### config.mk
export PLATFORM = sky130hd
export DESIGN_NAME = fmv_ctrl
export DESIGN_NICKNAME = d
export VERILOG_FILES = /design/src/rtl/core/fmv_pkg.sv /design/src/rtl/core/fmv_ctrl.sv
export SDC_FILE = /design/constraint.sdc
export NUM_CORES = 1
export LEC_CHECK = 0
export BUFFER_PORTS_ARGS = -buffer_cell sky130_fd_sc_hd__buf_2
export CAP_MARGIN = 15
export CORE_MARGIN = 5
export CORE_UTILIZATION = 47
export CTS_CLUSTER_SIZE = 12
export DETAILED_ROUTE_END_ITERATION = 12
export GPL_ROUTABILITY_DRIVEN = 0
export GPL_TIMING_DRIVEN = 1
export MAX_ROUTING_LAYER = met4
export PLACE_DENSITY = 0.75
export SETUP_SLACK_MARGIN = 0.1
export SLEW_MARGIN = 0
export SYNTH_ARGS = -nofsm -noshare
export SYNTH_HDL_FRONTEND = slang
export SYNTH_SLANG_ARGS = --single-unit
### constraint.sdc
create_clock -name i_clk -period 1.8 [get_ports i_clk]
set_clock_uncertainty 0.15 [all_clocks]
set_input_delay 0.18 -clock i_clk [delete_from_list [all_inputs] [get_ports i_clk]]
set_output_delay 0.18 -clock i_clk [all_outputs]
set_load 0.01 [all_outputs]
### src/rtl/core/fmv_pkg.sv
// Package with the types, constants and table builders of the FM voice.
`timescale 1ns / 1ps
package fmv_pkg;

    localparam int TABLE_SIZE          = 4096;
    localparam int MAX_HARMONICS       = 64;
    localparam int PHASE_FRACTION_BITS = 16;

    localparam int TBL_BITS    = $clog2(TABLE_SIZE);
    localparam int TBL_QUARTER = TABLE_SIZE / 4;
    localparam int TBL_HALF    = TABLE_SIZE / 2;
    localparam int PH_W        = TBL_BITS + PHASE_FRACTION_BITS;
    localparam int QDEPTH      = TABLE_SIZE / 4 + 1;
    localparam int QIDX_W      = TBL_BITS - 1;
    localparam int K_W         = $clog2(MAX_HARMONICS + 3);
    localparam int RDEPTH      = 2 ** K_W;
    localparam int ENV_DEPTH   = 4096;
    localparam int ENV_AW      = 12;
    localparam int OFF_SH      = TBL_BITS - (24 - PHASE_FRACTION_BITS);
    localparam int OFF_LSH     = (OFF_SH > 0) ? OFF_SH : 0;
    localparam int OFF_RSH     = (OFF_SH < 0) ? -OFF_SH : 0;

    localparam logic [29:0] INV_TWO_PI_Q32 = 30'd683565276;
    localparam logic [16:0] SAW_GAIN_Q16   = 17'd41722;
    localparam logic [16:0] SQ_GAIN_Q16    = 17'd83443;

    localparam logic [1:0] FORM_SINE   = 2'd0;
    localparam logic [1:0] FORM_SAW    = 2'd1;
    localparam logic [1:0] FORM_SQUARE = 2'd2;

    localparam logic CMD_WRITE = 1'b0;
    localparam logic CMD_TICK  = 1'b1;

    localparam logic [2:0] CFG_FORM    = 3'd0;
    localparam logic [2:0] CFG_AMP     = 3'd1;
    localparam logic [2:0] CFG_CPITCH  = 3'd2;
    localparam logic [2:0] CFG_MPITCH  = 3'd3;
    localparam logic [2:0] CFG_INDEX   = 3'd4;
    localparam logic [2:0] CFG_HCOUNT  = 3'd5;

    typedef struct packed {
        logic               cmd;
        logic [11:0]        env_addr;
        logic signed [15:0] env_value;
    } t_in_item;

    typedef struct packed {
        logic signed [15:0] sample_out;
        logic               clipped;
    } t_out_item;

    typedef struct packed {
        logic env_wr;
        logic rd_mod;
        logic mul1;
        logic mul2;
        logic off1;
        logic off2;
        logic rd_car;
        logic sine_cap;
        logic harm_init;
        logic harm_issue;
        logic gain;
        logic s_zero;
        logic scale;
        logic out_load;
    } t_cmd;

    typedef struct packed {
        logic [1:0] form;
        logic       harm_done;
        logic       pipe_busy;
        logic       out_busy;
    } t_sts;

    typedef logic [QDEPTH-1:0][14:0] t_qrom;
    typedef logic [RDEPTH-1:0][31:0] t_recip;

    // Shift and subtract quotient, used only while the constant tables are built.
    function automatic longint unsigned udiv(input longint unsigned num,
                                             input longint unsigned den);
        longint unsigned q;
        longint unsigned rem;
        q   = '0;
        rem = '0;
        for (int b = 63; b >= 0; b--) begin
            rem = {rem[62:0], num[b]};
            if (rem >= den) begin
                rem  = rem - den;
                q[b] = 1'b1;
            end
        end
        return q;
    endfunction

    function automatic logic [14:0] quarter_sine(input int unsigned j);
        longint unsigned x;
        longint unsigned term;
        longint          sum;
        longint unsigned div;
        longint unsigned res;
        x    = (longint'(j) * 64'd6746518852) >> TBL_BITS;
        term = x;
        sum  = longint'(x);
        for (int n = 1; n <= 6; n++) begin
            term = (term * x) >> 30;
            term = (term * x) >> 30;
            div  = longint'((2 * n) * (2 * n + 1));
            term = udiv(term, div);
            if ((n & 1) == 1) begin
                sum = sum - longint'(term);
            end else begin
                sum = sum + longint'(term);
            end
        end
        if (sum < 0) begin
            sum = 0;
        end
        res = (longint'(sum) * 32767 + (64'd1 << 29)) >> 30;
        return res[14:0];
    endfunction

    function automatic t_qrom build_qrom();
        t_qrom q;
        for (int i = 0; i < QDEPTH; i++) begin
            q[i] = quarter_sine(i);
        end
        return q;
    endfunction

    function automatic t_recip build_recip();
        t_recip r;
        longint unsigned v;
        for (int k = 0; k < RDEPTH; k++) begin
            if (k == 0) begin
                r[k] = 32'd0;
            end else begin
                v    = udiv((64'd1 << 31) + 64'(k) - 64'd1, 64'(k));
                r[k] = v[31:0];
            end
        end
        return r;
    endfunction

endpackage

### src/rtl/core/fmv_ctrl.sv
// Controller state machine that sequences one item through the voice datapath.
`timescale 1ns / 1ps
module fmv_ctrl import fmv_pkg::*; (
    input  logic i_clk,
    input  logic i_rst_n,
    input  logic i_in_valid,
    input  logic i_in_cmd,
    input  t_sts i_sts,
    output logic o_in_ready,
    output t_cmd o_cmd
);

    typedef enum logic [12:0] {
        S_IDLE  = 13'b0000000000001,
        S_RD    = 13'b0000000000010,
        S_MUL1  = 13'b0000000000100,
        S_MUL2  = 13'b0000000001000,
        S_OFF1  = 13'b0000000010000,
        S_OFF2  = 13'b0000000100000,
        S_FORM  = 13'b0000001000000,
        S_SINE  = 13'b0000010000000,
        S_HARM  = 13'b0000100000000,
        S_DRAIN = 13'b0001000000000,
        S_GAIN  = 13'b0010000000000,
        S_SCALE = 13'b0100000000000,
        S_OUT   = 13'b1000000000000
    } t_state;

    t_state r_state;
    t_state n_state;
    logic   accept;

    assign o_in_ready = (r_state == S_IDLE);
    assign accept     = i_in_valid && o_in_ready;

    always_comb begin
        n_state = r_state;
        o_cmd   = '0;
        unique case (r_state)
            S_IDLE: begin
                if (accept) begin
                    if (i_in_cmd == CMD_TICK) begin
                        n_state = S_RD;
                    end else begin
                        o_cmd.env_wr = 1'b1;
                    end
                end
            end
            S_RD: begin
                o_cmd.rd_mod = 1'b1;
                n_state      = S_MUL1;
            end
            S_MUL1: begin
                o_cmd.mul1 = 1'b1;
                n_state    = S_MUL2;
            end
            S_MUL2: begin
                o_cmd.mul2 = 1'b1;
                n_state    = S_OFF1;
            end
            S_OFF1: begin
                o_cmd.off1 = 1'b1;
                n_state    = S_OFF2;
            end
            S_OFF2: begin
                o_cmd.off2 = 1'b1;
                n_state    = S_FORM;
            end
            S_FORM: begin
                case (i_sts.form) inside
                    FORM_SINE: begin
                        o_cmd.rd_car = 1'b1;
                        n_state      = S_SINE;
                    end
                    FORM_SAW, FORM_SQUARE: begin
                        o_cmd.harm_init = 1'b1;
                        n_state         = S_HARM;
                    end
                    default: begin
                        o_cmd.s_zero = 1'b1;
                        n_state      = S_SCALE;
                    end
                endcase
            end
            S_SINE: begin
                o_cmd.sine_cap = 1'b1;
                n_state        = S_SCALE;
            end
            S_HARM: begin
                if (i_sts.harm_done) begin
                    n_state = S_DRAIN;
                end else begin
                    o_cmd.harm_issue = 1'b1;
                end
            end
            S_DRAIN: begin
                if (!i_sts.pipe_busy) begin
                    n_state = S_GAIN;
                end
            end
            S_GAIN: begin
                o_cmd.gain = 1'b1;
                n_state    = S_SCALE;
            end
            S_SCALE: begin
                o_cmd.scale = 1'b1;
                n_state     = S_OUT;
            end
            S_OUT: begin
                if (!i_sts.out_busy) begin
                    o_cmd.out_load = 1'b1;
                    n_state        = S_IDLE;
                end
            end
            default: begin
                n_state = S_IDLE;
            end
        endcase
    end

    always_ff @(posedge i_clk) begin
        if (!i_rst_n) begin
            r_state <= S_IDLE;
        end else begin
            r_state <= n_state;
        end
    end

endmodule

==> results of run 1 <==
-- per-layer routing --
| metal | up-vias | GRT usage [%] |
|---|---|---|
| met3 | 17 | 4.895 |
| met4 | 0 | 7.639 |
| li1 | 542 | - |
| met2 | 70 | 32.60 |
| met5 | - | - |
| met1 | 566 | 24.86 |
-- power groups by stage --
stage                     clock [mW]  combinational (mW)  sequential [mW]
after global placement             0               0.215            0.332
final                          0.188               0.332            0.333
after detailed placement           0               0.223            0.332
after global routing           0.200               0.358            0.334
after floorplan                    0               0.184            0.308
after CTS                      0.181               0.278            0.326
-- synthesized netlist by cell type --
library cell	count	area [um^2]
nor3_1	8	40.04
nor3_4	1	16.27
and4_1	4	35.03
nor3b_2	2	25.02
nor4_1	3	18.77
buf_6	1	11.26
dfxtp_1	13	260.3
nand4b_1	1	8.760
o21ai_0	6	30.03
nand2_1	5	18.77
buf_2	5	25.02
nand2b_1	1	6.260
and2_1	1	6.260
o41ai_1	1	8.760
xor2_1	4	35.03
mux2i_1	1	10.01
nor2b_1	4	25.02
nor2_1	7	26.28
nand3b_1	1	7.510
nor3_2	1	10.01
or4b_1	1	10.01
and3_1	7	43.79
or4b_4	1	13.76
a31o_1	1	8.760
ha_1	2	25.02
inv_1	3	11.26
o21a_1	4	30.03
or3_1	3	18.77
a41oi_1	2	17.52
and4b_1	2	20.02
buf_4	1	7.510
nor3b_1	6	45.04
nor4_2	2	25.02
nor4_4	1	21.27
o31a_1	1	8.760
o31ai_1	1	7.510
nand3b_2	1	11.26
nand3_1	4	20.02
-- final timing paths --
check,startpoint,endpoint,slack [ns],depth (start not counted)
setup / recovery,r_state[8],o_cmd[5],-0.27,5
hold / removal,i_rst_n,r_state[8],0.06,2
setup reg to reg,r_state[8],r_state[6],-0.19,6
hold reg to reg,r_state[10],r_state[10],0.53,2
-- cell usage in the layout (no fill, tap or decap), drive strengths merged, types with 2 or more instances in the layout --
master and n:
buf 60, dfxtp 13, nor3 10, nor3b 8, nor2 7, and3 7, o21ai 6, nor4 6
nand2 5, nor2b 4, o21a 4, xor2 4, clkbuf 4, and4 4, nand3 4, inv 3
or3 3, and4b 2, or4b 2, ha 2, nand3b 2, a41oi 2
-- timing repair --
item                                    CTS  global route
hold buffers                              1             0
hold endpoints to repair                  1             0
buffers inserted                         13             8
endpoints found under the setup margin   26            28
gates resized for setup                  29            24
pin swaps                                14            11
-- per-stage QoR --
step           setup TNS, ns  setup WS (ns)  power (mW)  cell area, um^2  utilization [%]
5_1_grt               -5.998        -0.3324      0.8908             1649            84.06
6_report              -4.571        -0.2719      0.8539             1649            84.06
3_3_place_gp               0       0.004809      0.5466             1247            63.58
2_1_floorplan              0        0.09785      0.4914             1021                -
4_1_cts               -2.126        -0.2192      0.7859             1508            76.85
3_5_place_dp        -0.06408       -0.04684      0.5551             1247            63.58
-- final cells by class --
class,instances,area [um^2],share of cell area (%)
multi-input cells,90,838.3,50.83
repair buffers,61,460.4,27.92
flip-flops and latches,13,279.0,16.92
well taps,27,33.78,2.049
clock buffers,4,26.28,1.593
inverters,3,11.26,0.6829
-- logic make-up (layout without fill, tap and decap cells) --
group / Yosys count / after routing
AOI/OAI and AO/OA: 16 / 16
xor gates and xnor gates: 4 / 4
adders and majority gates: 2 / 2
buffers and inverters: 10 / 68
DFF: 13 / 13
muxes: 1 / 1
and+or+nand+nor: 67 / 67
==> flow_summary.yaml, run 1 <==
outcome:
  outcome: "complete, but fails checks"
  failed_checks: "setup timing"
critical_path:
  critPathSlowestCell: "dfxtp_4"
  cp-end-kind: "output pin"
  critPathBufInv: 2
  crit_chain: "nor4_4, and3_4, buf_4, and4_4, buf_6"
  critPathMaxFanout: 5
  worstPathArrival_ns: 1.74
  cp-start-kind: "register"
  slowest_delay_ns: 0.38
  path_class: "reg2out"
  critPathTopFamily: "simple AND/OR/NAND/NOR gates"
  critPathRequiredTime_ns: 1.47
power_and_ir_drop:
  p_int_uw: 546.1
  p_leak_nw: 0.7608
  netSwitchingFraction_pct: 36.04
  combPwrFrac_pct: 38.9
  p_clk_share_pct: 22.0
  peakVddDrop_mv: 0.4384
  p_sw_uw: 307.8
  power_density_nw_per_um2: 517.8
  share_seq_of_total_power_pct: 39.0
cells_and_area:
  reg.largest.list: "r_state (13)"
  fill_cells: 119
  largest_reg_flops: 13
  regMostFlops: "r_state"
  diodes: 0
  fin_cells: 198
  drive_above_1_share_pct: 63.16
  nets: 183
  area_growth_pct: 70.06
detailed_routing:
  wl_per_cell_um: 19.20
  wl_um: 3801
  first_pass_iters: 4
  detail-route-antenna-nets: 0
  viasPerCell: 6.035
  drt_first_iter_violations: 63
  highest_layer: "met4"
  wl_met3_um: 263
  drc: 0
  wl_met2_um: 1787
  wl_met1_um: 1622
  vias: 1195
synth:
  postSynthCellCount: 113
  ys_types: 38
  synthesis.area_per_instance_um2: 8.581
  synthSimpleGateAreaFrac_pct: 48.77
  yosysWarningCount: 0
  synth-seq-cells: 13
  synth_top_family_by_area: "simple AND/OR/NAND/NOR gates"
  seq_area_frac_synth_pct: 26.84
  synthAdderAreaFrac_pct: 2.581
  synth-compound-area-share_pct: 11.48
  synth_area_um2: 969.7
  synth_xor_xnor_area_share_pct: 3.613
  synth_fp_nets: 124
  muxShareOfSynthArea_pct: 1.032
hold_path:
  hp-class: "in2reg"
global_routing:
  antenna_found_initial: 0
  grt_pass1_vias: 1084
  gr-total-overflow: 0
  grt_usage_pct: 20.44
  grt_pass1_wl_um: 4995
  grt_max_degree: 10
placed_design:
  dpl.hpwl_um: 2148
  place_inst: 173
  place.port_buffers: 23
die:
  dieArea_um2: 3071
  pin_count: 24
  die_h_um: 55.42
  core_area_um2: 1962
  dieWidth_um: 55.42
  row_count: 16
  initial_utilization_pct: 49.43
clock_network:
  numCtsBuffers: 3
  clk_latency_ns: 0.28
  cts_tree: "yes"
  htreeDepth: 1
  root_buffer: "clkbuf_4"
  path_clk_slew_ns: 0.08
  cts_buffer_depth: 2
  clock-sinks: 13
timing:
  fmaxAchievable_mhz: 482.7
  fin_ws_ns: -0.2719
  finalCritPeriodShare_pct: 115.1
  timing.hold.ws_ns: 0.06191
  report.final.slew_viol_count: 0
  finalSetupViolCount: 26
  relSlewSlack_pct: 73.27
  final.min_clock_period_ns: 2.072
  tightest_slew_ns: 0.3980
  hold_viol: 0
  rsz0062_at_grt: "yes"
flow_run:
  drv_cap: 0
Note: power is estimated with default switching activity, not from simulation.
==> inputs of run 2 (changes only) <==
- ABC_AREA: unset -> 1
- PLACE_DENSITY: 0.75 -> 0.74
==> run 2 against run 1 <==
Net effect:
- the run now ends clean
- hold slack better by 0.019 ns
- fmax up 16%
- area after synthesis up 1.2%
- via count down 10%
- register-to-register slack better by 0.24 ns
- synthesized cell count up 38%
- non-clock buffer count down 18
- clock power about the same
- sequential power up 21%
- design area down 6.9%
- die area up 0.96%
- critical endpoint is now o_cmd[11]
==> flow_summary.yaml, run 2 <==
outcome:
  outcome: "finished clean"
synth:
  postSynthCellCount: 156
  yosysWarningCount: 0
  ys_types: 22
  yosysTopAreaCell: "dfxtp_1"
  post-synth-top-count-cell: "inv_1"
  synth_area_um2: 980.9
  yosys-top-cells-area: "dfxtp_1, inv_1, nor2_1"
  yosys.area.top_type_share_pct: 26.53
  synth_edf_count: 0
  synth_commonest_cells: "inv_1, nor2_1, nand3_1"
  async_reset_ff_share_pct: 0
  synth_top_flop_cell: "dfxtp_1"
  synth-seq-cells: 13
  synth_fp_nets: 167
  synthesis.area_per_instance_um2: 6.288
  seq_area_frac_synth_pct: 26.53
timing:
  finalCritPeriodShare_pct: 99.22
  tns_ns: 0
  tightest_slew_ns: 0.2577
  rsz0062_at_grt: "yes"
  fmaxAchievable_mhz: 559.9
  final.min_clock_period_ns: 1.786
  finalSetupViolCount: 0
  fin_ws_ns: 0.01402
  report.final.slew_viol_count: 0
  relSlewSlack_pct: 82.76
  hold_viol: 0
critical_path:
  slowest_delay_ns: 0.35
  cp-start-kind: "register"
  crit_chain: "nor2_4, nand2_2, nor2_4, buf_12, nand3_2, inv_2, buf_6"
  critPathSlowestCell: "dfxtp_2"
  cp-end-kind: "output pin"
  critPathRequiredTime_ns: 1.47
  crit_top_cell: "nor2_4"
  critPathMaxFanout: 5
  path_class: "reg2out"
  critPathTopFamily: "simple AND/OR/NAND/NOR gates"
  worstPathArrival_ns: 1.46
  critPathBufInv: 3
die:
  pin_count: 24
  dieWidth_um: 55.69
  dieArea_um2: 3101
  die_h_um: 55.69
  row_count: 16
  core_area_um2: 1982
  initial_utilization_pct: 49.49
detailed_routing:
  wl_um: 2695
  vias: 1075
  drc: 0
  drt_first_iter_violations: 19
  detail-route-antenna-nets: 0
  first_pass_iters: 4
  wl_per_cell_um: 11.87
  viasPerCell: 4.736
cells_and_area:
  final_common_cell: "inv_1"
  largest_reg_flops: 13
  most-common-layout-cells: "inv_1, nor2_1, buf_4, nand2_1, nand3_1"
  nets: 212
  reg.largest.list: "r_state (13)"
  drive_above_1_share_pct: 50.50
  diodes: 0
  area_growth_pct: 56.50
  regMostFlops: "r_state"
power_and_ir_drop:
  p_leak_nw: 0.9441
  peakVddDrop_mv: 0.9050
  power_density_nw_per_um2: 1363
clock_network:
  numCtsBuffers: 3
  cts_buffer_depth: 2
  cts_tree: "yes"
  htreeDepth: 1
  path_clk_slew_ns: 0.09
  root_buffer: "clkbuf_4"
  clk_latency_ns: 0.29
  clock-sinks: 13
global_routing:
  grt_pass1_wl_um: 4360
  grt_pass1_vias: 1021
  grt_usage_pct: 17.77
  antenna_found_initial: 0
  grt_max_degree: 12
  gr-total-overflow: 0
flow_run:
  drv_cap: 0
placed_design:
  place.port_buffers: 23
  dp_slack_ns: 0.1616
  dpl.hpwl_um: 1739
hold_path:
  hp-class: "in2reg"
run 2: cell count changes in the layout (fill, tap and decap cells not counted), sizes merged, moves of 6 or more:
| cell | delta |
|---|---|
| inv | +41 |
| nor2 | +32 |
| nand2 | +20 |
| nand3 | +19 |
| buf | -17 |
| nor3 | -10 |
| nor3b | -8 |
| and3 | -7 |
| nor4 | -6 |
run 2: final timing paths:
check / startpoint / endpoint / slack, ns / cells past startpoint
worst max-delay path: r_state[10] / o_cmd[11] / 0.01 / 7
worst min register to register: r_state[12] / r_state[12] / 0.39 / 2
worst min-delay path: i_rst_n / r_state[4] / 0.08 / 3
worst max register to register: r_state[2] / r_state[8] / 0.05 / 10
run 2: cell families after synthesis:
logic type	count (synthesis)	share of synthesized area [%]
AND/OR/NAND/NOR	91	48.47
buffers and inverters	47	20.53
flip-flops	13	26.53
AO/OA/AOI/OAI	3	1.913
adder cells (fa/ha/maj)	2	2.551
run 2: routing by layer:
| layer | part of all wire, % | up-vias | wire length (um) | global-route usage [%] |
|---|---|---|---|---|
| met4 | 2.1 | 0 | 56 | 5.208 |
| met5 | 0 | - | 0 | - |
| met1 | 43 | 489 | 1155 | 20.80 |
| li1 | - | 549 | - | - |
| met3 | 5.3 | 6 | 144 | 4.176 |
| met2 | 50 | 31 | 1339 | 30.07 |
run 2: worst min-delay path, cell delays in order:
cell and delay [ns]:
buf_2 0.18, nand3_2 0.09, inv_1 0.03
run 2: area by class of cell:
cell class	count	area [um^2]
Tap cell	27	33.78
Multi-Input combinational cell	96	678.2
Timing Repair Buffer	43	359.1
Clock buffer	4	26.28
Sequential cell	13	270.3
Fill cell	126	446.7
Inverter	44	167.7
run 2: stage by stage:
step	power [mW]	hold slack, ns	instance area (um^2)	util (%)	std cells
floorplan	1.277	0.1954	980.9	-	156
global placement	1.421	0.3479	1101	55.56	204
detailed placement	1.443	0.3388	1101	55.56	204
CTS	1.941	0.05115	1434	72.35	224
global route	2.258	0.09644	1535	77.46	227
finish	2.093	0.08092	1535	77.46	227
run 2: power by group:
| group | internal (mW) | switching, mW | total (mW) |
|---|---|---|---|
| sequential | 0.351 | 0.0509 | 0.402 |
| clock | 0.0861 | 0.103 | 0.189 |
| combinational | 0.590 | 0.912 | 1.50 |
run 2: timing repair:
item,in CTS,in global routing
setup endpoints to repair,13,27
setup buffers,16,4
hold buffers,0,0
pin swaps,10,8
resized for setup,42,21
endpoints found under the hold margin,0,0
==> inputs of run 3 (changes only) <==
- PLACE_DENSITY: 0.74 -> 0.7
==> run 3 against run 2 <==
Net effect:
- global-route usage down 2.4 points
- final cell count down 4.4%
- total power down 3.0%
- non-clock buffer count down 10
- fmax down 0.67%
- count of clock-buffer cells in the layout unchanged
- sequential cell count unchanged
- register-to-register slack about the same
- wire length down 9.4%
- sequential power up 5%
- combinational power down 5%
- via count down 5.6%
- critical endpoint is now o_cmd[5]
==> flow_summary.yaml, run 3 (synthesized netlist as in run 2, its figures left out) <==
cells_and_area:
  reg.largest.list: "r_state (13)"
  final_area_um2: 1419
  final_common_cell: "inv_1"
  fin_cells: 217
  largest_reg_flops: 13
  diodes: 0
  nets: 202
  area_growth_pct: 44.64
  regMostFlops: "r_state"
  drive_above_1_share_pct: 50.53
  most-common-layout-cells: "inv_1, buf_2, nor2_1, nand3_1, nor2_4"
power_and_ir_drop:
  share_seq_of_total_power_pct: 20.7
  p_leak_nw: 0.8891
  combPwrFrac_pct: 70.0
  netSwitchingFraction_pct: 52.53
  peakVddDrop_mv: 0.9985
  power_density_nw_per_um2: 1431
  p_sw_mw: 1.067
  p_clk_share_pct: 9.3
  p_int_uw: 964.0
die:
  pin_count: 24
  row_count: 16
  dieWidth_um: 55.69
  die_h_um: 55.69
  initial_utilization_pct: 49.49
  core_area_um2: 1982
  dieArea_um2: 3101
critical_path:
  cp.depth: 6
  worst_r2r_path_depth: 12
  path_class: "reg2out"
  cp-end-kind: "output pin"
  crit_top_cell: "nor2_4"
  slowest_delay_ns: 0.34
  cp-start-kind: "register"
  critPathBufInv: 1
  critPathMaxFanout: 5
  crit_chain: "nor2_4, nand2_2, nor2_4, nand3_4, nor2_4, buf_2"
  worstPathArrival_ns: 1.47
  critPathTopFamily: "simple AND/OR/NAND/NOR gates"
  critPathSlowestCell: "dfxtp_2"
  critPathRequiredTime_ns: 1.47
timing:
  tns_ns: 0
  rsz0062_at_grt: "yes"
  final.min_clock_period_ns: 1.798
  tightest_slew_ns: 0.2830
  hold_viol: 0
  timing.hold.ws_ns: 0.06793
  fmaxAchievable_mhz: 556.2
  report.final.slew_viol_count: 0
  fin_ws_ns: 0.001939
  finalCritPeriodShare_pct: 99.89
  relSlewSlack_pct: 81.07
  finalSetupViolCount: 0
clock_network:
  cts_tree: "yes"
  htreeDepth: 1
  clk_latency_ns: 0.28
  numCtsBuffers: 3
  path_clk_slew_ns: 0.08
  cts_buffer_depth: 2
  root_buffer: "clkbuf_4"
  clock-sinks: 13
detailed_routing:
  vias: 1015
  drc: 0
  wl_um: 2443
  detail-route-antenna-nets: 0
  wl_per_cell_um: 11.26
  viasPerCell: 4.677
  first_pass_iters: 4
  drt_first_iter_violations: 15
outcome:
  outcome: "finished clean"
global_routing:
  grt_pass1_wl_um: 3781
  gr-total-overflow: 0
  grt_pass1_vias: 917
  grt_max_degree: 12
  grt_usage_pct: 15.35
  antenna_found_initial: 0
placed_design:
  placed_area_um2: 1101
  dpl.hpwl_um: 1715
  place.port_buffers: 23
  place_inst: 204
  dp_slack_ns: 0.1728
hold_path:
  hold_path_depth: 2
  hp-class: "in2reg"
flow_run:
  drv_cap: 0
-- run 3: changes by cell type in the layout (fill, tap and decap cells not counted), sizes merged --
| cell | previous run | this run |
|---|---|---|
| buf | 43 | 33 |
-- run 3: what timing repair did --
| action | in CTS | in global routing |
|---|---|---|
| endpoints found under the setup margin | 12 | 21 |
| setup buffers | 6 | 3 |
| pin swaps | 9 | 12 |
| resized for setup | 30 | 35 |
| hold buffers | 0 | 0 |
-- run 3: stage by stage --
stage          util, %  power [mW]
6_report         71.59       2.031
5_1_grt          71.59       2.182
4_1_cts          64.96       1.840
3_5_place_dp     55.56       1.458
3_3_place_gp     55.56       1.435
2_1_floorplan        -       1.277
-- run 3: per-layer routing --
metal,share of wire [%],wire length (um),track usage (%)
met1,43,1047,18.70
met2,50,1219,24.16
met3,5.1,124,2.320
met4,2.1,51,8.333
met5,0,0,-
-- run 3: final timing paths --
check	slack, ns	from	to
min reg2reg	0.38	r_state[12]	r_state[12]
max reg2reg	0.05	r_state[11]	r_state[3]
min	0.07	i_rst_n	r_state[0]
max	0.002	r_state[11]	o_cmd[5]
-- run 3: power by group through the flow --
stage          combinational (mW)  sequential [mW]  clock (mW)
5_1_grt                      1.55            0.428       0.205
3_5_place_dp                 1.06            0.399           0
6_report                     1.42            0.421       0.188
4_1_cts                      1.26            0.392       0.190
3_3_place_gp                 1.04            0.397           0
2_1_floorplan               0.889            0.388           0
-- run 3: worst reg2reg max path, delay by kind of cell (launching register included) --
kind | cells | cell delay, ns
buffers and inverters | 7 | 0.66
AND/OR/NAND/NOR | 5 | 0.57
flip-flops | 1 | 0.34
-- run 3: layout make-up --
cell class              count  area (um^2)
multi-input cells          96        683.2
fillers                   154        563.0
flip-flops and latches     13        277.8
repair buffers             33        232.7
inverters                  44        165.2
well taps                  27        33.78
clock buffers               4        26.28
